<file path="src/hdl/kvmt_pkg.sv">
// Shared types, codes and sizes for the key/value multimap table.
`default_nettype none

package kvmt_pkg;

    // Default sizes of the table storage.
    localparam int DEF_ENTRIES     = 16;
    localparam int DEF_KEY_WIDTH   = 32;
    localparam int DEF_VALUE_WIDTH = 32;

    // Fixed widths of the stream fields.
    localparam int MODE_W   = 2;
    localparam int FIELD_W  = 32;
    localparam int STATUS_W = 3;
    localparam int S_DATA_W = 72;
    localparam int M_DATA_W = 72;

    // Operation codes carried in the mode field.
    localparam logic [MODE_W-1:0] MODE_ADD  = 2'd0;
    localparam logic [MODE_W-1:0] MODE_DEL  = 2'd1;
    localparam logic [MODE_W-1:0] MODE_FIND = 2'd2;
    localparam logic [MODE_W-1:0] MODE_DUMP = 2'd3;

    // Result status codes.
    localparam logic [STATUS_W-1:0] ST_ADDED     = 3'd0;
    localparam logic [STATUS_W-1:0] ST_REMOVED   = 3'd1;
    localparam logic [STATUS_W-1:0] ST_FOUND     = 3'd2;
    localparam logic [STATUS_W-1:0] ST_LISTED    = 3'd3;
    localparam logic [STATUS_W-1:0] ST_NOT_FOUND = 3'd4;
    localparam logic [STATUS_W-1:0] ST_EMPTY     = 3'd5;
    localparam logic [STATUS_W-1:0] ST_FULL      = 3'd6;

    // One classified command as it waits in the queue.
    typedef struct packed {
        logic              scan;
        logic [MODE_W-1:0] mode;
        logic [FIELD_W-1:0] key;
        logic [FIELD_W-1:0] value;
    } t_cmd;

    // Command offer from the front to the back.
    typedef struct packed {
        logic valid;
        t_cmd cmd;
    } t_cmd_req;

endpackage

`default_nettype wire

</file>
<file path="src/hdl/kvmt_front.sv">
// Front end: accepts input words, classifies them and queues them for the back end.
`default_nettype none

module kvmt_front
    import kvmt_pkg::*;
(
    input  wire logic                i_clk,
    input  wire logic                i_rst_n,
    input  wire logic                i_s_axis_tvalid,
    output logic                     o_s_axis_tready,
    // tdata fields from bit 0 up: mode[1:0], key[33:2], value[65:34], zero pad.
    input  wire logic [S_DATA_W-1:0] i_s_axis_tdata,
    output t_cmd_req                 o_req,
    input  wire logic                i_pop
);

    localparam int DEPTH = 2;

    t_cmd             r_slot [DEPTH];
    logic             r_wp;
    logic             r_rp;
    logic [1:0]       r_level;
    t_cmd             w_in;
    logic             w_push;
    logic             w_pop;

    // Decode the incoming word; everything but add walks the table.
    always_comb begin
        w_in.mode  = i_s_axis_tdata[MODE_W-1:0];
        w_in.key   = i_s_axis_tdata[MODE_W +: FIELD_W];
        w_in.value = i_s_axis_tdata[MODE_W+FIELD_W +: FIELD_W];
        w_in.scan  = (i_s_axis_tdata[MODE_W-1:0] != MODE_ADD);
    end

    assign o_s_axis_tready = (r_level != 2'(DEPTH));
    assign w_push          = i_s_axis_tvalid && o_s_axis_tready;
    assign w_pop           = i_pop && (r_level != 2'd0);

    assign o_req.valid = (r_level != 2'd0);
    assign o_req.cmd   = r_slot[r_rp];

    // Queue storage.
    always_ff @(posedge i_clk) begin
        if (w_push) begin
            r_slot[r_wp] <= w_in;
        end
    end

    // Queue pointers and fill level.
    always_ff @(posedge i_clk) begin
        if (!i_rst_n) begin
            r_wp    <= 1'b0;
            r_rp    <= 1'b0;
            r_level <= 2'd0;
        end else begin
            if (w_push) begin
                r_wp <= ~r_wp;
            end
            if (w_pop) begin
                r_rp <= ~r_rp;
            end
            case ({w_push, w_pop})
                2'b10:   r_level <= r_level + 2'd1;
                2'b01:   r_level <= r_level - 2'd1;
                default: r_level <= r_level;
            endcase
        end
    end

endmodule

`default_nettype wire

</file>
<file path="src/hdl/kvmt_back.sv">
// Back end: holds the table, runs add, delete, find and dump, and drives the result port.
`default_nettype none

module kvmt_back
    import kvmt_pkg::*;
#(
    parameter int ENTRIES     = DEF_ENTRIES,
    parameter int KEY_WIDTH   = DEF_KEY_WIDTH,
    parameter int VALUE_WIDTH = DEF_VALUE_WIDTH
) (
    input  wire logic                i_clk,
    input  wire logic                i_rst_n,
    input  wire t_cmd_req            i_req,
    output logic                     o_pop,
    output logic                     o_m_axis_tvalid,
    input  wire logic                i_m_axis_tready,
    // tdata fields from bit 0 up: status[2:0], entry_key[34:3], entry_value[66:35], zero pad.
    output logic [M_DATA_W-1:0]      o_m_axis_tdata,
    output logic                     o_m_axis_tlast
);

    localparam int CNT_W = $clog2(ENTRIES + 1);
    localparam int IDX_W = (ENTRIES > 1) ? $clog2(ENTRIES) : 1;
    localparam int PAD_W = M_DATA_W - STATUS_W - 2 * FIELD_W;

    localparam logic [2:0] S_IDLE   = 3'd0;
    localparam logic [2:0] S_ADD    = 3'd1;
    localparam logic [2:0] S_SCAN   = 3'd2;
    localparam logic [2:0] S_FINISH = 3'd3;

    // Table storage.
    logic [KEY_WIDTH-1:0]   mem_key [ENTRIES];
    logic [VALUE_WIDTH-1:0] mem_val [ENTRIES];

    // Control state.
    logic [2:0]             r_state,  n_state;
    logic [CNT_W-1:0]       r_count,  n_count;
    logic [IDX_W-1:0]       r_idx,    n_idx;
    logic [CNT_W-1:0]       r_w,      n_w;
    logic                   r_pend_valid, n_pend_valid;
    logic                   r_ovalid, n_ovalid;

    // Command and data registers.
    logic [MODE_W-1:0]      r_mode;
    logic [KEY_WIDTH-1:0]   r_key;
    logic [VALUE_WIDTH-1:0] r_value;
    logic [KEY_WIDTH-1:0]   r_rd_key;
    logic [VALUE_WIDTH-1:0] r_rd_val;
    logic [KEY_WIDTH-1:0]   r_pend_key;
    logic [VALUE_WIDTH-1:0] r_pend_val;
    logic [STATUS_W-1:0]    r_ostatus, n_ostatus;
    logic [FIELD_W-1:0]     r_okey,    n_okey;
    logic [FIELD_W-1:0]     r_oval,    n_oval;
    logic                   r_olast,   n_olast;

    // Memory port controls.
    logic                   mem_we;
    logic [IDX_W-1:0]       mem_wa;
    logic [KEY_WIDTH-1:0]   mem_wkey;
    logic [VALUE_WIDTH-1:0] mem_wval;
    logic                   mem_re;
    logic [IDX_W-1:0]       mem_ra;

    logic                   load_pend;
    logic                   out_free;
    logic                   hit;
    logic                   at_end;
    logic [STATUS_W-1:0]    hit_status;
    logic [STATUS_W-1:0]    miss_status;

    assign out_free = !r_ovalid || i_m_axis_tready;
    assign hit      = (r_mode == MODE_DUMP) || (r_rd_key == r_key);
    assign at_end   = ((CNT_W'(r_idx) + CNT_W'(1)) == r_count);

    // Status codes that belong to the running operation.
    always_comb begin
        unique case (r_mode)
            MODE_DEL:  hit_status = ST_REMOVED;
            MODE_FIND: hit_status = ST_FOUND;
            MODE_DUMP: hit_status = ST_LISTED;
            default:   hit_status = ST_ADDED;
        endcase
        miss_status = (r_mode == MODE_DUMP) ? ST_EMPTY : ST_NOT_FOUND;
    end

    // Sequencer: one table entry is judged per cycle unless a hit waits for a busy result
    // register; hits are held back as pending so the final one can carry the last marker.
    always_comb begin
        n_state      = r_state;
        n_count      = r_count;
        n_idx        = r_idx;
        n_w          = r_w;
        n_pend_valid = r_pend_valid;
        n_ovalid     = r_ovalid && !i_m_axis_tready;
        n_ostatus    = r_ostatus;
        n_okey       = r_okey;
        n_oval       = r_oval;
        n_olast      = r_olast;
        mem_we       = 1'b0;
        mem_wa       = r_w[IDX_W-1:0];
        mem_wkey     = r_rd_key;
        mem_wval     = r_rd_val;
        mem_re       = 1'b0;
        mem_ra       = '0;
        load_pend    = 1'b0;
        o_pop        = 1'b0;

        unique case (r_state)
            S_IDLE: begin
                if (i_req.valid) begin
                    o_pop = 1'b1;
                    n_idx = '0;
                    n_w   = '0;
                    if (!i_req.cmd.scan) begin
                        n_state = S_ADD;
                    end else if (r_count != '0) begin
                        mem_re  = 1'b1;
                        n_state = S_SCAN;
                    end else begin
                        n_state = S_FINISH;
                    end
                end
            end
            S_ADD: begin
                if (out_free) begin
                    n_ovalid = 1'b1;
                    n_olast  = 1'b1;
                    if (r_count == CNT_W'(ENTRIES)) begin
                        n_ostatus = ST_FULL;
                        n_okey    = '0;
                        n_oval    = '0;
                    end else begin
                        mem_we    = 1'b1;
                        mem_wa    = r_count[IDX_W-1:0];
                        mem_wkey  = r_key;
                        mem_wval  = r_value;
                        n_count   = r_count + CNT_W'(1);
                        n_ostatus = ST_ADDED;
                        n_okey    = FIELD_W'(r_key);
                        n_oval    = FIELD_W'(r_value);
                    end
                    n_state = S_IDLE;
                end
            end
            S_SCAN: begin
                if (!(hit && r_pend_valid && !out_free)) begin
                    if (hit) begin
                        load_pend    = 1'b1;
                        n_pend_valid = 1'b1;
                        if (r_pend_valid) begin
                            n_ovalid  = 1'b1;
                            n_olast   = 1'b0;
                            n_ostatus = hit_status;
                            n_okey    = FIELD_W'(r_pend_key);
                            n_oval    = FIELD_W'(r_pend_val);
                        end
                    end else if (r_mode == MODE_DEL) begin
                        // Keep the entry, moved down over the removed ones.
                        mem_we = 1'b1;
                        n_w    = r_w + CNT_W'(1);
                    end
                    if (at_end) begin
                        n_state = S_FINISH;
                    end else begin
                        mem_re = 1'b1;
                        mem_ra = r_idx + IDX_W'(1);
                        n_idx  = r_idx + IDX_W'(1);
                    end
                end
            end
            S_FINISH: begin
                if (out_free) begin
                    n_ovalid = 1'b1;
                    n_olast  = 1'b1;
                    if (r_pend_valid) begin
                        n_ostatus = hit_status;
                        n_okey    = FIELD_W'(r_pend_key);
                        n_oval    = FIELD_W'(r_pend_val);
                    end else begin
                        n_ostatus = miss_status;
                        n_okey    = '0;
                        n_oval    = '0;
                    end
                    if (r_mode == MODE_DEL) begin
                        n_count = r_w;
                    end
                    n_pend_valid = 1'b0;
                    n_state      = S_IDLE;
                end
            end
            default: begin
                n_state = S_IDLE;
            end
        endcase
    end

    // Table memory with registered read.
    always_ff @(posedge i_clk) begin
        if (mem_we) begin
            mem_key[mem_wa] <= mem_wkey;
            mem_val[mem_wa] <= mem_wval;
        end
        if (mem_re) begin
            r_rd_key <= mem_key[mem_ra];
            r_rd_val <= mem_val[mem_ra];
        end
    end

    // Control registers.
    always_ff @(posedge i_clk) begin
        if (!i_rst_n) begin
            r_state      <= S_IDLE;
            r_count      <= '0;
            r_idx        <= '0;
            r_w          <= '0;
            r_pend_valid <= 1'b0;
            r_ovalid     <= 1'b0;
        end else begin
            r_state      <= n_state;
            r_count      <= n_count;
            r_idx        <= n_idx;
            r_w          <= n_w;
            r_pend_valid <= n_pend_valid;
            r_ovalid     <= n_ovalid;
        end
    end

    // Payload registers.
    always_ff @(posedge i_clk) begin
        if (o_pop) begin
            r_mode  <= i_req.cmd.mode;
            r_key   <= KEY_WIDTH'(i_req.cmd.key);
            r_value <= VALUE_WIDTH'(i_req.cmd.value);
        end
        if (load_pend) begin
            r_pend_key <= r_rd_key;
            r_pend_val <= r_rd_val;
        end
        r_ostatus <= n_ostatus;
        r_okey    <= n_okey;
        r_oval    <= n_oval;
        r_olast   <= n_olast;
    end

    assign o_m_axis_tvalid = r_ovalid;
    assign o_m_axis_tdata  = {{PAD_W{1'b0}}, r_oval, r_okey, r_ostatus};
    assign o_m_axis_tlast  = r_olast;

endmodule

`default_nettype wire

</file>
<file path="src/hdl/key_value_multimap_table_unit.sv">
// Top level of the key/value multimap table: input queue front end and table back end.
//
// The table keeps up to ENTRIES key/value pairs in insertion order; a key may
// appear more than once. Commands wait in a two-word input queue. Delete, find
// and dump walk the stored entries through the table memory's single read port,
// one entry per cycle unless a result cannot move because the result port is
// stalled. Results leave through one output register; the input queue keeps
// accepting words while a command runs until it is full, and the last result
// of each command is marked with tlast.
`default_nettype none

module key_value_multimap_table_unit
    import kvmt_pkg::*;
#(
    parameter int ENTRIES     = DEF_ENTRIES,
    parameter int KEY_WIDTH   = DEF_KEY_WIDTH,
    parameter int VALUE_WIDTH = DEF_VALUE_WIDTH
) (
    input  wire logic                i_clk,
    input  wire logic                i_rst_n,
    input  wire logic                i_s_axis_tvalid,
    output logic                     o_s_axis_tready,
    // tdata fields from bit 0 up: mode[1:0], key[33:2], value[65:34], zero pad.
    input  wire logic [S_DATA_W-1:0] i_s_axis_tdata,
    output logic                     o_m_axis_tvalid,
    input  wire logic                i_m_axis_tready,
    // tdata fields from bit 0 up: status[2:0], entry_key[34:3], entry_value[66:35], zero pad.
    output logic [M_DATA_W-1:0]      o_m_axis_tdata,
    output logic                     o_m_axis_tlast
);

    t_cmd_req w_req;
    logic     w_pop;

    // Front end with the command queue.
    kvmt_front u_front (
        .i_clk           (i_clk),
        .i_rst_n         (i_rst_n),
        .i_s_axis_tvalid (i_s_axis_tvalid),
        .o_s_axis_tready (o_s_axis_tready),
        .i_s_axis_tdata  (i_s_axis_tdata),
        .o_req           (w_req),
        .i_pop           (w_pop)
    );

    // Back end with the table and the result register.
    kvmt_back #(
        .ENTRIES     (ENTRIES),
        .KEY_WIDTH   (KEY_WIDTH),
        .VALUE_WIDTH (VALUE_WIDTH)
    ) u_back (
        .i_clk           (i_clk),
        .i_rst_n         (i_rst_n),
        .i_req           (w_req),
        .o_pop           (w_pop),
        .o_m_axis_tvalid (o_m_axis_tvalid),
        .i_m_axis_tready (i_m_axis_tready),
        .o_m_axis_tdata  (o_m_axis_tdata),
        .o_m_axis_tlast  (o_m_axis_tlast)
    );

endmodule

`default_nettype wire

</file>
<file path="config.mk">
export PLATFORM = sky130hd
export DESIGN_NAME = key_value_multimap_table_unit
export DESIGN_NICKNAME = d
export VERILOG_FILES = /design/src/hdl/kvmt_pkg.sv /design/src/hdl/kvmt_front.sv /design/src/hdl/kvmt_back.sv /design/src/hdl/key_value_multimap_table_unit.sv
export SDC_FILE = /design/constraint.sdc
export NUM_CORES = 2
export LEC_CHECK = 0
export BUFFER_PORTS_ARGS = -buffer_cell sky130_fd_sc_hd__buf_4
export CORE_ASPECT_RATIO = 1.1
export CORE_MARGIN = 8
export CORE_UTILIZATION = 30
export DETAILED_ROUTE_END_ITERATION = 7
export GPL_ROUTABILITY_DRIVEN = 0
export SYNTH_ARGS = -nofsm -noshare
export SYNTH_HDL_FRONTEND = slang
export SYNTH_SLANG_ARGS = --single-unit
</file>
<file path="constraint.sdc">
create_clock -name i_clk -period 5.7 [get_ports i_clk]
set_input_delay 0.285 -clock i_clk [delete_from_list [all_inputs] [get_ports i_clk]]
set_output_delay 0.285 -clock i_clk [all_outputs]
set_load 0.01 [all_outputs]
</file>
### After elaboration in Yosys (flattened, before gate mapping)

Memories as Yosys holds them, arrays and structs flattened. A register that Yosys moved wholly into a read port is not among the register bits.
Index checks and enable logic that the tools add are counted.

| cells by class | value |
|---|---|
| bitwise logic cells | 2 |
| add/subtract/negate cells | 6 |
| multiplexer cells | 97 |
| equal/unequal tests | 25 |
| reductions and logical operators | 28 |

Operator list:

| operator | number |
|---|---|
| 2-to-1 mux 32 bit | 20 |
| one-hot mux 32 bit (3 select lines) | 2 |
| 2-to-1 mux 5 bit | 8 |
| 2-to-1 mux 3 bit | 12 |
| 2-to-1 mux 4 bit | 9 |
| 2-to-1 mux 1 bit | 34 |
| equality test 32 bit | 1 |
| one-hot mux 5 bit (2 select lines) | 2 |
| inequality test 2 x 1 -> 1 bit, second input constant | 9 |
| one-hot mux 3 bit (3 select lines) | 2 |
| AND reduction 5 bit | 3 |
| nonzero test 2 bit | 7 |
| AND reduction 4 bit | 3 |
| adder 5 x 1 -> 5 bit, second input constant | 2 |
| inequality test 2 bit, second input constant | 5 |
| one-hot mux 1 bit (2 select lines) | 5 |
| one-hot mux 4 bit (2 select lines) | 1 |
| equality test 2 bit, second input constant | 3 |
| equality test 3 x 2 -> 1 bit, second input constant | 2 |
| one-hot mux 2 bit (3 select lines) | 1 |
| AND reduction 6 bit | 1 |
| adder 4 x 1 -> 5 bit, second input constant | 1 |
| equality test 5 bit | 1 |
| equality test 5 bit, second input constant | 1 |
| other kinds (14) | 23 |

| word-level totals | value |
|---|---|
| word-level logic and storage cells | 179 |
| memory bits (writable) | 1158 |
| register bits after elaboration | 221 |
| bits of input ports | 76 |
| memories kept | 3 |

Memories:

| name | depth | width | rd ports | clocked after memory_dff | wr ports | RTL line | source |
|---|---|---|---|---|---|---|---|
| u_back.mem_key | 16 | 32 | 1 | 1 | 1 | kvmt_back.sv:32 | `logic [KEY_WIDTH-1:0] mem_key [ENTRIES];` |
| u_back.mem_val | 16 | 32 | 1 | 1 | 1 | kvmt_back.sv:33 | `logic [VALUE_WIDTH-1:0] mem_val [ENTRIES];` |
| u_front.r_slot | 2 | 67 | 1 | 1 | 1 | kvmt_front.sv:19 | `t_cmd r_slot [DEPTH];` |

### Depth between registers and ports, before layout

| logic depth | value |
|---|---|
| depth in word-level cells | 8 |
| depth in mapped cells | 11 |
| gate-level depth less buffers | 9 |

### Modules after synthesis

From an unflattened synthesis, not the netlist that was laid out.

| unflattened totals | value |
|---|---|
| cells, all modules | 2986 |
| area, all modules | 55917.4 µm² |

By module, submodules not included:

| module | seq. area each (µm²) | cells an instance | times used | area each (µm²) |
|---|---|---|---|---|
| kvmt_back | 38977.4 | 2753 | 1 | 50855.0 |
| kvmt_front | 4124.0 | 233 | 1 | 5062.4 |

### Worst setup path after synthesis

Ideal clock, no wire load.

| timing path | value |
|---|---|
| kind | reg2reg |
| start point | register u_back.r_state[0] |
| end point | register u_back.r_rd_key[0] (read register of u_back.mem_key), enable pin |
| setup slack | -0.450 ns |
| arrival | 5.576 ns |
| cell stages (with the launch flop) | 6 |
| path through | dfxtp_1 > inv_1 > ha_1 > clkbuf_1 > o21ai_0 > o21ai_0 |

| on the way | value |
|---|---|
| longest elaborated chain between the ends | 2 |
| elaborated cells between the ends (all ways) | 4 |
| classes of those cells | 1 x eq/ne; 2 x mux; 1 x reduce/logical |

RTL lines:

| element | RTL line | source |
|---|---|---|
| start, declared | kvmt_back.sv:36 | `logic [2:0] r_state, n_state;` |
| start signal, assigned | kvmt_back.sv:219 | `r_state <= n_state;` |
| equality test 3 x 2 -> 1 bit or logical NOT 3 bit (tied branches) | kvmt_back.sv:108 | `unique case (r_state)` |
| one-hot mux 1 bit (2 select lines) (*) | kvmt_back.sv:108 |  |
| named net u_back.mem_re | kvmt_back.sv:61 | `logic mem_re;` |
| end, declared | kvmt_back.sv:47 | `logic [KEY_WIDTH-1:0] r_rd_key;` |

The timed path passes the listed nets; every way through them passes the cells marked *.
A chain may end at the register's enable or synchronous reset.

### Worst setup path in the final report

| timing path | value |
|---|---|
| start point | register u_back.r_key[4] |
| end point | register u_back.r_rd_val[20] (read register of u_back.mem_val), data pin |

| on the way | value |
|---|---|
| longest elaborated chain between the ends | 6 |
| elaborated cells between the ends (all ways) | 8 |
| classes of those cells | 1 x eq/ne; 4 x mux; 3 x reduce/logical |

RTL lines:

| element | RTL line | source |
|---|---|---|
| start, declared | kvmt_back.sv:45 | `logic [KEY_WIDTH-1:0] r_key;` |
| start signal, assigned | kvmt_back.sv:232 | `r_key <= KEY_WIDTH'(i_req.cmd.key);` |
| equality test 32 bit (*) | kvmt_back.sv:72 | `assign hit = (r_mode == MODE_DUMP) \|\| (r_rd_key == r_key);` |
| logical OR 1 bit (*) | kvmt_back.sv:72 |  |
| logical AND 1 bit (*) (2 in series) | kvmt_back.sv:146 | `if (!(hit && r_pend_valid && !out_free)) begin` |
| 2-to-1 mux 1 bit or 2-to-1 mux 4 bit (tied branches) | kvmt_back.sv:146 |  |
| one-hot mux 1 bit (2 select lines) or 2-to-1 mux 4 bit (tied branches) | kvmt_back.sv:108 |  |
| end, declared | kvmt_back.sv:48 | `logic [VALUE_WIDTH-1:0] r_rd_val;` |

Mark *: on every way between the ends. The rest lies on a longest branch, timed or not.

==> metrics.cfg <==
[global_route]
grt_pass1_wl_mm = 197
gr-total-overflow = 0
antenna_found_initial = 9
grt_max_degree = 106
grt_pass1_vias = 28400
grt.total_usage = 0.133

[logic_synthesis]
synth_edf_count = 1420
yosys_warnings = 0
netlist_area_um2 = 55400
ys_types = 57
ys_top_cells_by_area = edfxtp_1 77%, mux4_2 5.2%, mux2i_1 3.5%, mux2_2 2.0%, a211oi_1 1.8%
synth.ff_latch_count = 1443
synth_top_area_cell = edfxtp_1
avgSynthCellArea_um2 = 19.2
synthArstFlopShare = 0
seq_area_frac_synth = 0.778
synth.top_cells.by_count = 1420 x edfxtp_1, 193 x mux2i_1, 192 x nand2_1
syn_inst = 2894
ys.flop_type = edfxtp_1
synth_most_common_cell = edfxtp_1
synth_top_area_share = 0.769

[pwr]
max-vdd-ir-drop_v = 0.000315
p_leak_nw = 19.8
p_per_area_nw_per_um2 = 478
p_total_mw = 31.0

[timing]
fmax_mhz = 224
post-route-min-period_ns = 4.46
rsz0062_at_grt = false
setup_tns_ns = 0
tightest_slew_ns = 1.09
fin_crit_sh = 0.783
finalSetupViolCount = 0
relSlewSlack = 0.276
slew_viol_final = 0
hold_viol = 0
clock_skew_ns = 0.0271

[clocking]
h-tree-depth = 4
cts.path.max_buffers = 3
clock_latency_ns = 0.75
cts_inserted_buffers = 137
cts_root_buf = clkbuf_16
clk_pin_slew_ns = 0.07
cts_tree = yes
cts_sinks = 1443

[flow_run]
drv_cap = 0

[floorplan]
core_area_um2 = 184000
die_w_um = 426
fp-row-count = 165
start_util = 0.302
die_area_um2 = 199000
io_pins = 151
die_y_um = 467

[placed_design]
dp_hpwl_mm = 72.6
port_buffers = 139

[detailed_routing]
dr_total_vias = 27900
avgViaCountPerCell = 4.91
drt-wirelength-per-cell_um = 24.0
route.detailed.drc = 0
drt_iter0_drc = 2335
dr.pass1.iters = 5
postRouteAntennaNets = 0
routed_wl_mm = 136

[critical_path]
crit_path_end_kind = flop
worstSetupStartpointType = flop
worstPathRequired_ns = 6.13
cp.arrival_ns = 4.89
r2r_start = u_back.r_key[4]
cp_max_fo = 41
crit_path_start = u_back.r_key[4]
crit_type = reg2reg

[cells_and_area]
area_delta_synth_final_pct = 16.9
layout-drive-gt1-share = 0.222
nets = 3228
fillCellCount = 17100

[hold_path]
min_from = i_m_axis_tready
hold_path_class = in2reg

[run_status]
status = finished clean

[path summary, 6_finish.rpt]
| check | end | slack, ns | depth (start not counted) |
|---|---|---|---|
| max reg2reg | u_back.r_rd_val[20] | 1.24 | 8 |
| min reg2reg | u_back.r_pend_val[21] | 0.45 | 0 |
| min | u_back.r_pend_valid | 0.09 | 5 |
| max | u_back.r_rd_val[20] | 1.24 | 8 |
[area by class of cell]
| type | count | area [um2] | share of cell area |
|---|---|---|---|
| inverter | 13 | 50.0 | 0.000772 |
| sequential | 1443 | 43100 | 0.665 |
| clock inverter | 75 | 743 | 0.0115 |
| timing repair buffer | 272 | 2390 | 0.0368 |
| antenna | 5 | 12.5 | 0.000193 |
| tap | 2421 | 3030 | 0.0468 |
| clock buffer | 172 | 3650 | 0.0564 |
| multi-input combinational | 1276 | 11800 | 0.182 |
[worst max-delay path: stages (launching register included)]
cell	delay, ns
edfxtp_1	0.42
xnor2_1	0.39
nand4_1	0.39
nor4_2	0.80
nand4_1	0.41
nand2_4	0.57
buf_4	0.78
a2bb2oi_1	0.25
a211oi_1	0.08
[state kept, by name, summed over array words and instances, names as in the netlist, 2 cells and up, named ones only]
register / flops
u_back.mem_key: 512
u_back.mem_val: 512
u_back.r_count: 5
u_back.r_idx: 4
u_back.r_key: 32
u_back.r_mode: 2
u_back.r_okey: 32
u_back.r_ostatus: 3
u_back.r_oval: 32
u_back.r_pend_key: 32
u_back.r_pend_val: 32
u_back.r_rd_key: 32
u_back.r_rd_val: 32
u_back.r_state: 2
u_back.r_value: 32
u_back.r_w: 5
u_front.r_level: 2
u_front.r_slot: 134
[per-layer routing]
| metal | GRT usage | wire [um] | up-vias |
|---|---|---|---|
| met3 | 0.0250 | 7020 | 179 |
| met5 | 0 | 69 | - |
| met2 | 0.227 | 67500 | 738 |
| met4 | 0.0325 | 2650 | 10 |
| li1 | - | - | 12200 |
| met1 | 0.176 | 59200 | 14800 |
[cells by family (layout without fill, tap and decap cells)]
group,after synthesis,count (layout),synth area share
AO/OA/AOI/OAI,452,452,0.0653
XOR/XNOR,41,41,0.00688
adder cells (fa/ha/maj),9,9,0.00203
buffers and inverters,179,532,0.0142
flip-flops,1443,1443,0.778
multiplexers,421,421,0.107
other,1,10,0.0000676
AND/OR/NAND/NOR,348,348,0.0267
[where the power goes]
group / leakage [nW] / total [mW] / switching [mW] / internal (mW)
Combinational: 4.60 / 6.90 / 4.53 / 2.37
Sequential: 13.1 / 15.1 / 0.633 / 14.4
Clock: 2.13 / 9.02 / 3.87 / 5.15
[timing repair]
action,CTS,global route
hold endpoints to repair,156,0
buffers inserted,0,0
gates resized for setup,0,0
hold buffers,68,0
[through the flow]
stage	std cells	hold WS, ns	instance area (um2)	worst slack [ns]	util
3_5_place_dp	5357	0.435	59700	1.39	0.325
5_1_grt	5673	0.122	64800	1.21	0.353
2_1_floorplan	2898	0.384	55500	0.522	-
3_3_place_gp	5357	0.434	59700	1.48	0.325
4_1_cts	5672	0.0317	64800	1.33	0.353
6_report	5677	0.0919	64800	1.24	0.353
[cell usage in the layout (no fill, tap or decap), types with 14 or more instances in the layout]
cell type      count
dlygate4sd3_1     68
edfxtp_1        1420
dfxtp_1           21
clkinv_1          30
o21ai_0           84
xnor2_1           37
buf_4            190
clkbuf_16        141
a22o_1            65
a211oi_1         133
nand2_1          189
mux2_2            99
buf_12            14
clkbuf_1          30
nor2_1            73
mux4_2           129
mux2i_1          193
nor2_4            18
a211oi_2          59
clkinv_2          17
a2bb2oi_1         64
No activity file was read; power rests on OpenSTA's default activity.
